### src/sv/nrp_divider.sv
// Restoring divider for the report average, one quotient bit per cycle.
// Depends on nothing; used by nested_region_profiler.
module nrp_divider #(
    parameter int DW = 48,
    parameter int VW = 32
) (
    input  logic          aclk,
    input  logic          aresetn,
    input  logic          start,
    input  logic [DW-1:0] dividend,
    input  logic [VW-1:0] divisor,
    output logic          busy,
    output logic [DW-1:0] quotient
);

    localparam int CW = $clog2(DW + 1);

    logic [DW-1:0] q_reg;
    logic [VW-1:0] r_reg;
    logic [VW-1:0] d_reg;
    logic [CW-1:0] cnt_reg;
    logic [VW:0]   rem_shift;
    logic          ge;

    assign rem_shift = {r_reg, q_reg[DW-1]};
    assign ge        = rem_shift >= {1'b0, d_reg};

    always_ff @(posedge aclk) begin
        if (!aresetn) begin
            cnt_reg <= '0;
        end else if (start) begin
            cnt_reg <= CW'(DW);
        end else if (cnt_reg != '0) begin
            cnt_reg <= cnt_reg - 1'b1;
        end
    end

    always_ff @(posedge aclk) begin
        if (start) begin
            q_reg <= dividend;
            r_reg <= '0;
            d_reg <= divisor;
        end else if (cnt_reg != '0) begin
            q_reg <= {q_reg[DW-2:0], ge};
            r_reg <= ge ? VW'(rem_shift - {1'b0, d_reg}) : rem_shift[VW-1:0];
        end
    end

    assign busy     = cnt_reg != '0;
    assign quotient = q_reg;

endmodule

### config.mk
export PLATFORM = sky130hd
export DESIGN_NAME = nrp_divider
export DESIGN_NICKNAME = d
export VERILOG_FILES = /design/src/sv/nrp_divider.sv
export SDC_FILE = /design/constraint.sdc
export NUM_CORES = 1
export LEC_CHECK = 0
export BUFFER_PORTS_ARGS = -buffer_cell sky130_fd_sc_hd__buf_2
export CORE_MARGIN = 8
export CORE_UTILIZATION = 50
export DETAILED_ROUTE_END_ITERATION = 16
export GPL_TIMING_DRIVEN = 0
export PLACE_DENSITY = 0.77
export SLEW_MARGIN = 20
export SYNTH_ARGS = -nofsm -noshare
export SYNTH_HDL_FRONTEND = slang
export SYNTH_SLANG_ARGS = --single-unit
export TNS_END_PERCENT = 100
### constraint.sdc
create_clock -name aclk -period 3.7 [get_ports aclk]
set_clock_uncertainty 0.15 [all_clocks]
set_input_delay 0.74 -clock aclk [delete_from_list [all_inputs] [get_ports aclk]]
set_output_delay 0.74 -clock aclk [all_outputs]
set_load 0.01 [all_outputs]
Word level (Yosys, flattened, before mapping)
Cells that the tools add are included.

Output and inout port bits: 49. Logic and storage cells: 17. Bits of input ports: 83. Register bits: 118.

$add $sub $neg: 2. Muxes and demuxes: 5. Bitwise operators: 1. Reduce and logical (&&, ||, !) cells: 3. $lt $le $gt $ge: 1.

Operators with widths (count): $mux W48 (2); $ge A33 B32 Y1 (1); $mux W32 (1); $sub A32 B32 Y32 (1); $mux W6 (2); $reduce_bool A6 Y1 (1); $sub A6 B1 Y6 const B (1); $reduce_bool A2 Y1 (1); $reduce_or A2 Y1 (1); $not A1 Y1 (1).

Longest topological paths before layout
Word-level depth: 3. Gate-level depth with buffers: 13. Gate-level depth less buffers: 12.

Worst setup path before layout
Ideal clock, no wire load.

Kind: register to register. Start: register cnt_reg[3]. End: register q_reg[0] (netlist: quotient[0]) (enable). Period minus slack after synthesis: 2.886 ns. Library setup time: 0.583 ns. Slack: 0.814 ns. Data required time: 2.967 ns. Buffers on the path: 2. Arrival time: 2.153 ns. Stages on the path, launching flop included: 6. Path through: dfxtp_1 > nor3_1 > and3b_1 > clkbuf_1 > clkbuf_1 > nand2_1.

Longest elaborated chain between the ends: 2.

RTL lines: from (decl) (line 21) `logic [CW-1:0] cnt_reg;`; from (signal assigned) (line 32) `cnt_reg <= CW'(DW);`; from (signal assigned) (line 34) `cnt_reg <= cnt_reg - 1'b1;`; $reduce_bool A6 Y1 (line 43) `end else if (cnt_reg != '0) begin`; $reduce_bool A2 Y1 (no source line); to (signal assigned) (line 40) `q_reg <= dividend;`; to (signal assigned) (line 44) `q_reg <= {q_reg[DW-2:0], ge};`; to (decl) (line 18) `logic [DW-1:0] q_reg;`.

Every way passes these cells. A chain may end at the register's enable or synchronous reset.

Final worst setup path
Start: register cnt_reg[1]. End: output busy.

Longest elaborated chain between the ends: 1.

RTL lines: $reduce_bool A6 Y1 (line 49) `assign busy = cnt_reg != '0;`; to (decl) (line 12) `output logic busy,`.

Every way passes these cells.

==> results summary <==
The HPWL after detailed placement is roughly 13 mm. Port buffering added between 100 and 150 buffers. Global routing used roughly 22% of the available tracks across all layers. The largest voltage drop on the vdd net is 0.3889 mV. The number of enable flip-flop cells after synthesis is 80. The maximum frequency from static timing analysis came out at 0.2933 GHz. STA classifies the critical path startpoint as a register. The register clock-pin slew on the reported worst setup and hold paths came out at about 0.05 ns. The number of nets still failing antenna checks after routing is 0. The shortest clock period the worst path allows after layout is approximately 3.4 ns.

The leakage power figure is 0.003512 µW. The number of antenna repair diodes is 0. The synthesis warning total came out at 0. Wires add up to roughly 18 mm.

The synthesized net count came out at between 700 and 800. The async set-or-reset flop fraction in the synthesized netlist is 0%. The sequential fraction of the synthesis area is ~48%. The via count of the first global-routing pass came to 5741. The synthesized flop and latch total came out at between 100 and 150.

The final hold violation count is 0. In this run, distinct cell masters in the synthesized netlist total 59. The area of the die is about 17000 µm². The mapped cell area came out at 6603 µm². The routed layout has around 5600 vias. The peak fanout along the critical path is 10.

Setup repair after global routing left no endpoint under its margin. The most used flip-flop cell after synthesis is sky130_fd_sc_hd__edfxtp_1. The average instance in the mapped netlist occupies a little over 10 µm². The average detailed-routed wire length per instance is around 18 µm. The worst setup path is captured at a primary output.

CTS built an H-tree with a depth of 4. The power density over the cells is around 800 nW/µm². The signal on the critical path passes through inv_1 -> ha_1 -> and3b_1 -> inv_1 -> clkbuf_1 -> clkbuf_1 -> buf_2.

Once placement completed, the tool counted placed cells totaling around 950. In this run, the number of DRC markers left after iteration 0 of detailed routing was a little under 400. The maximum count of clock buffers along a single path came out at 2. The worst hold path belongs to the class reg2reg. STA puts the critical path data required time at about 2.8 ns. The setup slack of the most critical reg-to-reg path is ~0.36 ns. The number of antenna violations at the first check in global routing is 0. The share of final-layout standard cells stronger than drive strength 1 came out at roughly 28%. The row count came out at 42. The setup path with the least slack is of type reg2out.

Summing internal, switching and leakage power gives 6494 µW. The slew of the pin with the lowest slew margin is 0.8802 ns. The number of pins with negative max-slew slack in the final report came out at 0. Headroom to the max-slew limit came out at 41.32%.

The arrival time reported for the critical path endpoint is 2.52 ns. In this design, the stage delay of the slowest critical-path cell is a little over 0.5 ns. The DRC violation count after routing is 0. From synthesis to final layout, the design area changed by 21.66%. The cell count after synthesis came out at 638. The total clock buffers created by CTS is 17. Once layout is complete, the cells apart from fillers number roughly 980. The flow ran to the end, and the final reports show no timing, DRC or antenna violations. The count of hold-fix buffers inserted at cts came out at 0. The standard cell with the maximum stage delay on the critical path is sky130_fd_sc_hd__clkbuf_1. The number of flip-flops under the largest register name is 48. Max-cap violations in this run came to 0. The I/O pin total is ~130. The clock drives around 120 sinks. In this run the horizontal extent of the chip is around 130 µm. The number of resized instances in the post-cts repair step came out at 0. TritonCTS built the clock tree. The final-report setup violation count came out at 0. The post-CTS setup buffer count is 0. The first-pass detailed-route iteration total is 5. The global-route wire length before repair is between 20 and 30 mm. The worst hold slack after final layout came out at approximately 0.33 ns.

The clock latency of the later-clocked register in the worst-skew pair is 0.42 ns. The vertical die dimension came out at ~130 µm. The largest net degree at the start of global routing is 38. Global routing finished with a remaining overflow of 0. After floorplanning, the core was sized to cover 13090 µm². The clock root buffer master is sky130_fd_sc_hd__clkbuf_16. The count of fill cells added during filler insertion came out at 1079. The final net count came out at ~900. The congestion estimate from routability-driven global placement came to between 0.8 and 0.9. The final clock period utilization by the worst path came out at slightly above 90%.

The starting density of the core came out at about half. Dividing the detail-routed via count by the number of cells gives between 5 and 6.
-- cells in the mapped netlist (2+ instances only) --
library cell | count | area [µm²]
sky130_fd_sc_hd__buf_1 | 4 | 15.01
sky130_fd_sc_hd__and4_1 | 2 | 17.52
sky130_fd_sc_hd__o21ai_0 | 30 | 150.1
sky130_fd_sc_hd__a21o_1 | 18 | 135.1
sky130_fd_sc_hd__nand3_1 | 10 | 50.05
sky130_fd_sc_hd__nand2_1 | 37 | 138.9
sky130_fd_sc_hd__a211oi_1 | 19 | 142.6
sky130_fd_sc_hd__o21ai_1 | 4 | 20.02
sky130_fd_sc_hd__o2111ai_1 | 2 | 17.52
sky130_fd_sc_hd__or2_2 | 2 | 12.51
sky130_fd_sc_hd__a41oi_1 | 2 | 17.52
sky130_fd_sc_hd__mux2_2 | 47 | 529.3
sky130_fd_sc_hd__xnor2_1 | 14 | 122.6
sky130_fd_sc_hd__buf_6 | 3 | 33.78
sky130_fd_sc_hd__dfxtp_1 | 38 | 760.7
sky130_fd_sc_hd__nor2_1 | 53 | 198.9
sky130_fd_sc_hd__xor2_1 | 14 | 122.6
sky130_fd_sc_hd__a21oi_1 | 48 | 240.2
sky130_fd_sc_hd__nor2b_1 | 5 | 31.28
sky130_fd_sc_hd__nand4_1 | 10 | 62.56
sky130_fd_sc_hd__nand2b_1 | 6 | 37.54
sky130_fd_sc_hd__and3_1 | 4 | 25.02
sky130_fd_sc_hd__buf_2 | 5 | 25.02
sky130_fd_sc_hd__o211a_1 | 6 | 60.06
sky130_fd_sc_hd__o211ai_1 | 15 | 112.6
sky130_fd_sc_hd__clkbuf_1 | 20 | 75.07
sky130_fd_sc_hd__o21bai_1 | 2 | 15.01
sky130_fd_sc_hd__a31oi_1 | 5 | 31.28
sky130_fd_sc_hd__buf_4 | 3 | 22.52
sky130_fd_sc_hd__edfxtp_1 | 80 | 2402
sky130_fd_sc_hd__nor3_1 | 19 | 95.09
sky130_fd_sc_hd__inv_1 | 43 | 161.4
sky130_fd_sc_hd__nor4_1 | 4 | 25.02
sky130_fd_sc_hd__or3_1 | 2 | 12.51
sky130_fd_sc_hd__o21a_1 | 4 | 30.03
sky130_fd_sc_hd__ha_1 | 34 | 425.4
sky130_fd_sc_hd__nor3b_1 | 2 | 15.01
-- cells in the final DEF (no fill, tap or decap), types with 14 or more instances in the layout --
cell                        instances
sky130_fd_sc_hd__o211ai_1          15
sky130_fd_sc_hd__o21ai_0           30
sky130_fd_sc_hd__a21oi_1           48
sky130_fd_sc_hd__nor3_1            19
sky130_fd_sc_hd__mux2_2            47
sky130_fd_sc_hd__ha_1              34
sky130_fd_sc_hd__clkbuf_1          20
sky130_fd_sc_hd__clkbuf_16         17
sky130_fd_sc_hd__a211oi_1          19
sky130_fd_sc_hd__nor2_1            53
sky130_fd_sc_hd__buf_2            136
sky130_fd_sc_hd__xor2_1            14
sky130_fd_sc_hd__inv_1             43
sky130_fd_sc_hd__edfxtp_1          80
sky130_fd_sc_hd__dfxtp_1           38
sky130_fd_sc_hd__nand2_1           36
sky130_fd_sc_hd__a21o_1            18
sky130_fd_sc_hd__xnor2_1           14
-- per-layer routing --
metal	vias to the layer above	global-route usage, %	routed length, µm
met5	-	0	0
met4	0	11.01	517
met3	40	7.792	1689
met2	253	34.86	8375
met1	2652	25.01	7238
li1	2651	-	-
-- path summary, 6_finish.rpt --
kind,startpoint,end,cells past startpoint
worst max-delay path,cnt_reg[1],busy,7
worst min register to register,r_reg[1],r_reg[1],2
worst min-delay path,r_reg[1],r_reg[1],2
worst max register to register,quotient[47],r_reg[28],12
-- worst max-delay path, delay by kind of cell (launching register included) --
kind          cells  cell delay, ns
simple gates      1            0.19
flops             1            0.36
fa+ha+maj         1            0.18
buf+inv           5            1.38
-- kinds of logic after synthesis --
group           share of synthesized area [%]
compound gates                          16.58
simple gates                            11.79
flops                                   47.91
buf+inv                                 5.097
mux                                     8.168
fa+ha+maj                               6.746
xor+xnor                                3.714
-- report_power, final --
part | switching (µW) | leakage (µW) | internal, µW
Combinational | 1780 | 0.00214 | 1190
Sequential | 244 | 0.00113 | 1790
Clock | 634 | 0.000243 | 853
-- per-stage QoR --
step                setup TNS [ns]  setup WS (ns)  instance area [µm²]  utilization (%)
finish                           0         0.2903                 8033            61.39
global route                     0         0.1076                 8033            61.39
CTS                              0         0.2679                 8033            61.39
detailed placement               0         0.1401                 7501            57.32
global placement            -18.77        -0.3952                 7478            57.15
floorplan                        0         0.8136                 6603                -
-- area by class of cell --
cell class | count | area, µm² | share of cell area [%]
clock buffer | 17 | 425.4 | 5.296
multi-input combinational | 441 | 3105 | 38.66
inverter | 44 | 165.2 | 2.056
tap | 176 | 220.2 | 2.741
timing repair buffer | 132 | 675.6 | 8.411
buffer | 35 | 171.4 | 2.134
clock inverter | 15 | 106.4 | 1.324
sequential | 118 | 3163 | 39.38
Power figures use the tool's default switching activity.
